`src/hdl/pqp_pkg.sv`:
```
// ============================================================================
// pqp_pkg: shared types and constants of the phantom queue policer
// Field widths, verdict and register codes, and the command and status
// bundles that join the controller to the datapath.
// ============================================================================
package pqp_pkg;

   // payload field widths
   localparam int unsigned ADDR_W       = 32;
   localparam int unsigned PORT_W       = 16;
   localparam int unsigned LEN_W        = 16;
   localparam int unsigned TIME_W       = 48;
   localparam int unsigned LIMIT_W      = 16;
   localparam int unsigned RATE_W       = 32;
   localparam int unsigned VERDICT_W    = 2;
   localparam int unsigned SHAPER_NUM_W = 12;
   localparam int unsigned QUEUE_NUM_W  = 6;

   // configuration port
   localparam int unsigned CSR_IDX_W  = 2;
   localparam int unsigned CSR_DATA_W = 32;

   localparam logic [CSR_IDX_W-1:0] CSR_FIRST_DEST  = 2'd0;
   localparam logic [CSR_IDX_W-1:0] CSR_SECOND_DEST = 2'd1;
   localparam logic [CSR_IDX_W-1:0] CSR_QUEUE_LIMIT = 2'd2;
   localparam logic [CSR_IDX_W-1:0] CSR_DRAIN_RATE  = 2'd3;

   localparam logic [LIMIT_W-1:0] LIMIT_RESET = 16'd32000;
   localparam logic [RATE_W-1:0]  RATE_RESET  = 32'd65536;

   // verdict codes
   localparam logic [VERDICT_W-1:0] VERDICT_PASS  = 2'd0;
   localparam logic [VERDICT_W-1:0] VERDICT_ADMIT = 2'd1;
   localparam logic [VERDICT_W-1:0] VERDICT_DROP  = 2'd2;

   // classification: shaper bank bases, port split at 64
   localparam logic [SHAPER_NUM_W-1:0] BASE_FIRST  = 12'd1;
   localparam logic [SHAPER_NUM_W-1:0] BASE_SECOND = 12'd1025;
   localparam int unsigned PORT_SPLIT = 6;

   // token arithmetic
   localparam int unsigned TOKEN_W = 24;
   localparam logic [TOKEN_W-1:0] TOKEN_CAP = 24'h80_0000;
   localparam int unsigned DIV_CNT_W = 5;

   // shaper byte count: stored signed wide enough to follow wrap on drain
   localparam int unsigned SBYTES_W      = 24;
   localparam int unsigned SBYTES_KEEP_W = 22;

   typedef struct packed {
      logic load_in;
      logic clear_step;
      logic rd_entry;
      logic cap_entry;
      logic mul_lo;
      logic mul_hi;
      logic tok_load;
      logic div_start;
      logic scan_init;
      logic scan_next;
      logic q_upd;
      logic commit;
      logic out_load;
   } pqp_cmd_type;

   typedef struct packed {
      logic clear_last;
      logic classified;
      logic over;
      logic shaper_empty;
      logic tok_zero;
      logic round_end;
      logic div_done;
      logic share_zero;
      logic scan_hit;
      logic q_last;
   } pqp_status_type;

endpackage

```
`src/hdl/pqp_ctrl.sv`:
```
// ============================================================================
// pqp_ctrl: policer sequencer
// Steps each packet through lookup, drain rounds, commit and reply.
// ============================================================================
module pqp_ctrl import pqp_pkg::*; (
   input  logic           clock,
   input  logic           reset,
   input  pqp_status_type status,
   output pqp_cmd_type    cmd,
   input  logic           req_valid,
   output logic           req_ready,
   output logic           rsp_valid,
   input  logic           rsp_ready
);
   localparam logic [3:0] ST_CLEAR  = 4'd0;
   localparam logic [3:0] ST_IDLE   = 4'd1;
   localparam logic [3:0] ST_READ   = 4'd2;
   localparam logic [3:0] ST_CHECK  = 4'd3;
   localparam logic [3:0] ST_EVAL   = 4'd4;
   localparam logic [3:0] ST_MUL_LO = 4'd5;
   localparam logic [3:0] ST_MUL_HI = 4'd6;
   localparam logic [3:0] ST_TOKENS = 4'd7;
   localparam logic [3:0] ST_ROUND  = 4'd8;
   localparam logic [3:0] ST_DIVIDE = 4'd9;
   localparam logic [3:0] ST_SCAN   = 4'd10;
   localparam logic [3:0] ST_UPDATE = 4'd11;
   localparam logic [3:0] ST_COMMIT = 4'd12;
   localparam logic [3:0] ST_REPLY  = 4'd13;

   logic [3:0] state_ff, state_in;
   logic       rsp_valid_ff, rsp_valid_in;
   logic       out_free;

   assign out_free  = !rsp_valid_ff || rsp_ready;
   assign req_ready = (state_ff == ST_IDLE);
   assign rsp_valid = rsp_valid_ff;

   // next state and commands
   always_comb begin
      state_in = state_ff;
      cmd      = '0;
      unique case (state_ff)
         ST_CLEAR: begin
            cmd.clear_step = 1'b1;
            if (status.clear_last) state_in = ST_IDLE;
         end
         ST_IDLE: begin
            if (req_valid) begin
               cmd.load_in = 1'b1;
               state_in    = ST_READ;
            end
         end
         ST_READ: begin
            if (status.classified) begin
               cmd.rd_entry = 1'b1;
               state_in     = ST_CHECK;
            end else begin
               state_in = ST_REPLY;
            end
         end
         ST_CHECK: begin
            cmd.cap_entry = 1'b1;
            state_in      = ST_EVAL;
         end
         ST_EVAL: begin
            if (!status.over || status.shaper_empty) state_in = ST_COMMIT;
            else                                     state_in = ST_MUL_LO;
         end
         ST_MUL_LO: begin
            cmd.mul_lo = 1'b1;
            state_in   = ST_MUL_HI;
         end
         ST_MUL_HI: begin
            cmd.mul_hi = 1'b1;
            state_in   = ST_TOKENS;
         end
         ST_TOKENS: begin
            cmd.tok_load = 1'b1;
            state_in     = status.tok_zero ? ST_COMMIT : ST_ROUND;
         end
         ST_ROUND: begin
            if (status.round_end) begin
               state_in = ST_COMMIT;
            end else begin
               cmd.div_start = 1'b1;
               state_in      = ST_DIVIDE;
            end
         end
         ST_DIVIDE: begin
            if (status.div_done) begin
               if (status.share_zero) begin
                  state_in = ST_COMMIT;
               end else begin
                  cmd.scan_init = 1'b1;
                  state_in      = ST_SCAN;
               end
            end
         end
         ST_SCAN: begin
            if (status.scan_hit) begin
               cmd.rd_entry = 1'b0;
               state_in     = ST_UPDATE;
            end else if (status.q_last) begin
               state_in = ST_ROUND;
            end else begin
               cmd.scan_next = 1'b1;
            end
         end
         ST_UPDATE: begin
            cmd.q_upd = 1'b1;
            state_in  = status.q_last ? ST_ROUND : ST_SCAN;
         end
         ST_COMMIT: begin
            cmd.commit = 1'b1;
            state_in   = ST_REPLY;
         end
         ST_REPLY: begin
            if (out_free) begin
               cmd.out_load = 1'b1;
               state_in     = ST_IDLE;
            end
         end
         default: state_in = ST_IDLE;
      endcase
   end

   // result valid flag
   always_comb begin
      rsp_valid_in = rsp_valid_ff;
      if (cmd.out_load)    rsp_valid_in = 1'b1;
      else if (rsp_ready)  rsp_valid_in = 1'b0;
   end

   always_ff @(posedge clock) begin
      if (reset) begin
         state_ff     <= ST_CLEAR;
         rsp_valid_ff <= 1'b0;
      end else begin
         state_ff     <= state_in;
         rsp_valid_ff <= rsp_valid_in;
      end
   end
endmodule

```
`config.mk`:
```
export PLATFORM = sky130hd
export DESIGN_NAME = pqp_ctrl
export DESIGN_NICKNAME = d
export VERILOG_FILES = /design/src/hdl/pqp_pkg.sv /design/src/hdl/pqp_ctrl.sv
export SDC_FILE = /design/constraint.sdc
export NUM_CORES = 1
export LEC_CHECK = 0
export ABC_AREA = 1
export BUFFER_PORTS_ARGS = -buffer_cell sky130_fd_sc_hd__buf_2
export CORE_ASPECT_RATIO = 0.8
export CORE_MARGIN = 3
export CORE_UTILIZATION = 35
export CTS_CLUSTER_SIZE = 25
export DETAILED_ROUTE_END_ITERATION = 16
export GPL_ROUTABILITY_DRIVEN = 0
export PLACE_DENSITY = 0.61
export SLEW_MARGIN = 30
export SYNTH_ARGS = -nofsm -noshare
export SYNTH_HDL_FRONTEND = slang
export SYNTH_SLANG_ARGS = --single-unit
export TNS_END_PERCENT = 20
```
`constraint.sdc`:
```
create_clock -name clock -period 2.5 [get_ports clock]
set_clock_uncertainty 0.15 [all_clocks]
set_input_delay 0.125 -clock clock [delete_from_list [all_inputs] [get_ports clock]]
set_output_delay 0.125 -clock clock [all_outputs]
set_load 0.01 [all_outputs]
```
==> results.py, run 1 <==
metrics = {
    "outcome": {
        "status": "completed",
    },
    "finish": {
        "final_cells": 164,
        "area_growth_syn_to_layout_pct": 32.61,
        "layout-drive-gt1-share_pct": 29.37,
        "stdcell_area_sq_um": 763.2,
        "fin_nets": 158,
        "n_fill_cell": 175,
        "antenna_cells": 0,
    },
    "power": {
        "powerDensity_nw_per_um2": 745.3,
        "p_comb_share_pct": 59.4,
        "irDropWorstVdd_mv": 0.4069,
        "clockPowerShare_pct": 16.6,
        "swShare_pct": 50.87,
        "p_leak_nw": 0.5020,
        "pwr-share-seq_pct": 24.0,
        "power_w": 0.0005688,
        "p_sw_w": 0.0002894,
        "p_int_w": 0.0002795,
    },
    "placement": {
        "io_buffers": 28,
        "post-place-cells": 159,
        "hpwl_um": 1368,
        "post_dp_cell_area_sq_um": 726.9,
    },
    "drt": {
        "via_count": 752,
        "wl_per_cell_um": 9.939,
        "firstDrtPassIters": 4,
        "avgViaCountPerCell": 4.585,
        "ant_nets": 0,
        "detailedRoute.firstIterationViolations": 15,
        "remaining_drc_errors": 0,
        "wl_um": 1630,
    },
    "clock_network": {
        "cts-resized-gates": 0,
        "cts_buffers": 3,
        "cts_buffer_depth": 2,
        "clk_pin_slew_ns": 0.05,
        "tritoncts": "done",
        "root_buffer": "clkbuf_4",
        "hold_buffers": 1,
        "clk_latency_ns": 0.24,
        "postCtsSetupBuffers": 0,
        "clock_sinks": 5,
        "cts_max_level": 1,
    },
    "synth": {
        "synth_largest_area_cell": "nand2_1",
        "synth.distinct_cells": 18,
        "synth.area.top_cells": "nand2_1 (18%), dfxtp_1 (17%), nor2_1 (15%)",
        "netlist.area_leader.share_pct": 18.26,
        "syn_avg_cell_area_sq_um": 5.139,
        "synth_ff_type": "dfxtp_1",
        "netlist_instances": 112,
        "yosys-top-cells-count": "nand2_1 (28), nor2_1 (23), inv_1 (22)",
        "synth_area_sq_um": 575.6,
        "synth_most_common_cell": "nand2_1",
        "ys_warn_count": 0,
        "syn_nets": 126,
        "synth_edf_count": 0,
        "seq_area_frac_synth_pct": 17.39,
        "synthArstFlopShare_pct": 0,
        "ys_ff_latch": 5,
    },
    "hold_path": {
        "min_path_cells": 4,
        "hp-class": "in2reg",
        "min-delay-start": "rsp_ready",
        "whs_endpoint": "state_ff[2]",
    },
    "grt": {
        "gr-total-overflow": 0,
        "grt_start_max_net_pins": 9,
        "grt_pass1_vias": 647,
        "grt_pass1_wl_um": 2773,
        "track_usage_pct": 16.36,
        "antenna_found_initial": 0,
    },
    "critical_path": {
        "rr_worst_depth": 7,
        "critPathMaxFanout": 7,
        "reg2reg_from": "state_ff[0]",
        "cp_data_arrival_time_ns": 1.50,
        "timing.rr.end": "state_ff[0]",
        "crit_type": "reg2out",
        "r2r_slack_ns": 0.94,
        "cp.required_ns": 2.23,
        "start_kind": "flop",
        "crit_path_end_kind": "output pin",
    },
    "sta": {
        "worst_pin_slew_ns": 0.3887,
        "finalHoldViolCount": 0,
        "finalSetupViolations": 0,
        "drv_slew": 0,
        "relSlewSlack_pct": 73.99,
        "rsz0062_at_grt": "false",
        "fin_crit_ns": 1.778,
        "finalSetupTns_ns": 0,
        "clock.fmax_mhz": 562.3,
        "min_period_over_period_pct": 71.14,
    },
    "floorplanning": {
        "initial_utilization_pct": 39.12,
        "core_sq_um": 1471,
        "design.die.area_sq_um": 2170,
        "num_rows": 12,
        "die_w_um": 51.34,
        "ios": 29,
        "die_h_um": 42.27,
    },
    "run": {
        "drv_cap": 0,
    },
}
how the worst max path moves through the flow:
stage	from	to	slack [ns]	cells after the start
CTS	state_ff[0]	cmd[5]	0.74	6
detailed placement	state_ff[0]	state_ff[0]	0.96	7
floorplan	state_ff[3]	state_ff[0]	1.15	9
global placement	state_ff[0]	state_ff[0]	0.93	7
global route	state_ff[0]	cmd[5]	0.62	6
finish	state_ff[0]	cmd[5]	0.72	6
flip-flops by register name (all words and copies together), names as in the netlist:
signal     cells
state_ff       4
rsp_valid      1
cells by family (layout without fill, tap and decap cells):
| group | count (synthesis) | after routing | share of synthesized area, % |
|---|---|---|---|
| compound gates | 7 | 7 | 6.957 |
| buf+inv | 26 | 57 | 18.26 |
| flops | 5 | 5 | 17.39 |
| simple gates | 74 | 74 | 57.39 |
per-stage QoR:
stage	setup WS (ns)	util, %	hold WS, ns
final	0.7216	51.87	0.04911
after detailed placement	0.9567	49.40	0.2076
after global routing	0.6223	51.87	0.06895
after global placement	0.9304	49.40	0.2117
after CTS	0.7395	51.87	0.04886
after floorplan	1.148	-	0.04407
metal layers:
metal / part of all wire (%) / vias up / GRT usage [%]
met5: 0 / - / 0
met4: 0 / 0 / 1.571
met3: 5.6 / 0 / 5.694
met2: 45 / 21 / 25.19
met1: 50 / 332 / 22.67
li1: - / 399 / -
layout make-up:
| type | count | area (sq um) | share of cell area, % |
|---|---|---|---|
| Clock buffer | 4 | 26.28 | 3.443 |
| Inverter | 24 | 90.09 | 11.80 |
| Multi-Input combinational cell | 81 | 370.4 | 48.52 |
| Sequential cell | 5 | 100.1 | 13.11 |
| Tap cell | 21 | 26.28 | 3.443 |
| Timing Repair Buffer | 29 | 150.1 | 19.67 |
worst max-delay path: stages, from the launching register on:
cell and delay, ns:
dfxtp_1 0.38, nor2_1 0.36, inv_1 0.15, nor2_1 0.11, nand2_1 0.08, inv_1 0.06
buf_2 0.11
power by group through the flow:
stage           Clock, W  Combinational (W)  Sequential [W]
3_3_place_gp           0           0.000341        0.000135
5_1_grt         0.000105           0.000390        0.000140
3_5_place_dp           0           0.000338        0.000136
6_report       0.0000944           0.000338        0.000136
2_1_floorplan          0           0.000256        0.000123
4_1_cts        0.0000967           0.000340        0.000135
cell usage in the layout (no fill, tap or decap), drive strengths merged, types with 2 or more instances in the layout:
master	synthesis	routed
dfxtp	5	5
inv	24	24
nor2	29	29
clkbuf	0	4
nand2	29	29
a21oi	3	3
nor3	2	2
nand3	11	11
o21ai	2	2
buf	2	28
Note: power is estimated with default switching activity, not from simulation.
==> run 2, diff against run 1 <==
Settings changed: PLACE_DENSITY 0.61 to 0.64.
Clock period 2.5 ns to 1.4 ns, I/O delays scaled along.
==> run 2 against run 1 <==
Compared with the run above: the run now ends with setup timing left; total power increased to 2.5 times the previous value; clock power grew 87%; global-route usage rose by 1.7 points; die area is the same; sequential share of layout area decreased by 2.0 points; non-clock buffer count is 16 higher; clock-buffer cell count stayed put; flip-flop and latch count is the same; worst setup slack got worse by 0.80 ns; combinational power grew to 2.9 times the previous value; wire length is 27% higher; critical path type is now reg2reg; highest routed layer is now met4.
==> results.py, run 2 (same netlist as run 1, synthesis figures left out) <==
metrics = {
    "outcome": {
        "status": "finished, violations left",
        "violations": "setup timing",
    },
    "power": {
        "p_sw_w": 0.0007115,
        "pwr-share-seq_pct": 20.4,
        "power_w": 0.001443,
        "powerDensity_nw_per_um2": 1390,
        "p_leak_nw": 0.6037,
        "p_int_w": 0.0007317,
        "swShare_pct": 49.30,
        "p_comb_share_pct": 67.3,
        "clockPowerShare_pct": 12.3,
        "irDropWorstVdd_mv": 0.9465,
    },
    "sta": {
        "clock.fmax_mhz": 676.8,
        "worst_pin_slew_ns": 0.2628,
        "finalHoldViolCount": 0,
        "fin_crit_ns": 1.478,
        "relSlewSlack_pct": 82.42,
        "drv_slew": 0,
        "whs_ns": 0.009793,
        "postLayoutSetupSlackWorst_ns": -0.07764,
        "min_period_over_period_pct": 105.5,
        "rsz0062_at_grt": "true",
        "finalSetupViolations": 11,
    },
    "critical_path": {
        "start_kind": "flop",
        "crit_path_end_kind": "flop",
        "rr_worst_depth": 9,
        "cp.required_ns": 1.43,
        "crit_path_start": "state_ff[1]",
        "critPathMaxFanout": 5,
        "r2r_slack_ns": -0.08,
        "timing.rr.end": "state_ff[2]",
        "cp_data_arrival_time_ns": 1.51,
        "reg2reg_from": "state_ff[1]",
        "crit_type": "reg2reg",
        "critical_path.endpoint": "state_ff[2]",
    },
    "hold_path": {
        "min-delay-start": "rsp_ready",
        "hp-class": "in2reg",
    },
    "drt": {
        "via_count": 853,
        "wl_um": 2073,
        "wl_per_cell_um": 11.52,
        "firstDrtPassIters": 4,
        "remaining_drc_errors": 0,
        "avgViaCountPerCell": 4.739,
        "ant_nets": 0,
        "detailedRoute.firstIterationViolations": 24,
    },
    "floorplanning": {
        "core_sq_um": 1471,
        "num_rows": 12,
        "design.die.area_sq_um": 2170,
        "die_h_um": 42.27,
        "initial_utilization_pct": 39.12,
        "ios": 29,
        "die_w_um": 51.34,
    },
    "clock_network": {
        "cts_buffer_depth": 2,
        "cts_max_level": 1,
        "clk_latency_ns": 0.26,
        "clock_sinks": 5,
        "cts_buffers": 3,
        "tritoncts": "done",
        "root_buffer": "clkbuf_4",
        "clk_pin_slew_ns": 0.04,
    },
    "finish": {
        "layout-drive-gt1-share_pct": 55.35,
        "largest_reg_flops": 4,
        "fin_nets": 174,
        "final_common_cell": "buf_2",
        "final_cell_mix": "buf_2 (27), nand2_1 (20), inv_1 (17)",
        "top_register": "state_ff",
        "area_growth_syn_to_layout_pct": 80.44,
        "antenna_cells": 0,
    },
    "grt": {
        "grt_pass1_wl_um": 3022,
        "track_usage_pct": 18.06,
        "antenna_found_initial": 0,
        "grt_start_max_net_pins": 7,
        "grt_pass1_vias": 736,
        "gr-total-overflow": 0,
    },
    "placement": {
        "io_buffers": 28,
        "hpwl_um": 1444,
        "dp_slack_ns": -0.1059,
    },
    "run": {
        "drv_cap": 0,
    },
}
## run 2: layer usage
layer	track usage (%)	vias to the layer above	wire length, um	share of wire (%)
met5	0	-	0	0
met4	3.141	0	97	4.7
met3	4.270	9	157	7.6
met2	31.11	40	958	46
met1	22.93	371	860	41
li1	-	433	-	-
## run 2: cell type report
| class | instances | area, sq um |
|---|---|---|
| multi-input cells | 81 | 474.2 |
| fillers | 123 | 432.9 |
| clock buffers | 4 | 26.28 |
| inverters | 24 | 97.59 |
| flip-flops and latches | 5 | 115.1 |
| repair buffers | 45 | 299.0 |
| well taps | 21 | 26.28 |
## run 2: metrics by stage
step           util [%]  area [sq um]  TNS (ns)  instances
2_1_floorplan         -         575.6         0        112
3_3_place_gp      56.04         824.5   -0.1425        172
3_5_place_dp      56.04         824.5   -0.2211        172
4_1_cts           64.88         954.7   -0.1863        179
5_1_grt           70.58          1039    -1.576        180
6_report          70.58          1039   -0.5326        180
## run 2: how the worst min path moves through the flow
stage                        endpoint  slack, ns  depth (start not counted)
final                       rsp_valid       0.01                          4
after global routing      state_ff[2]       0.04                          4
after CTS                 state_ff[2]       0.01                          4
after detailed placement  state_ff[2]       0.15                          2
after global placement    state_ff[1]       0.15                          2
after floorplan           state_ff[1]      -0.01                          1
## run 2: worst max-delay path: stages (launching register included)
cell	delay [ns]
dfxtp_4	0.36
buf_6	0.12
nor2_4	0.17
nand2_2	0.10
buf_6	0.13
nor2_2	0.09
nor2_1	0.07
nand3_2	0.06
nand2_1	0.05
a21oi_1	0.11
## run 2: timing repair
action	in CTS	in global routing
gates resized for setup	28	24
setup buffers	3	1
hold endpoints to repair	5	0
cloned	0	0
setup endpoints to repair	17	17
hold buffers	1	0
pin swaps	4	11
## run 2: power groups by stage
stage          clock network [W]  logic (W)  registers (W)
2_1_floorplan                  0   0.000458       0.000219
3_3_place_gp                   0   0.000731       0.000233
3_5_place_dp                   0   0.000734       0.000234
4_1_cts                 0.000174   0.000843       0.000267
5_1_grt                 0.000190    0.00107       0.000302
6_report                0.000177   0.000972       0.000294
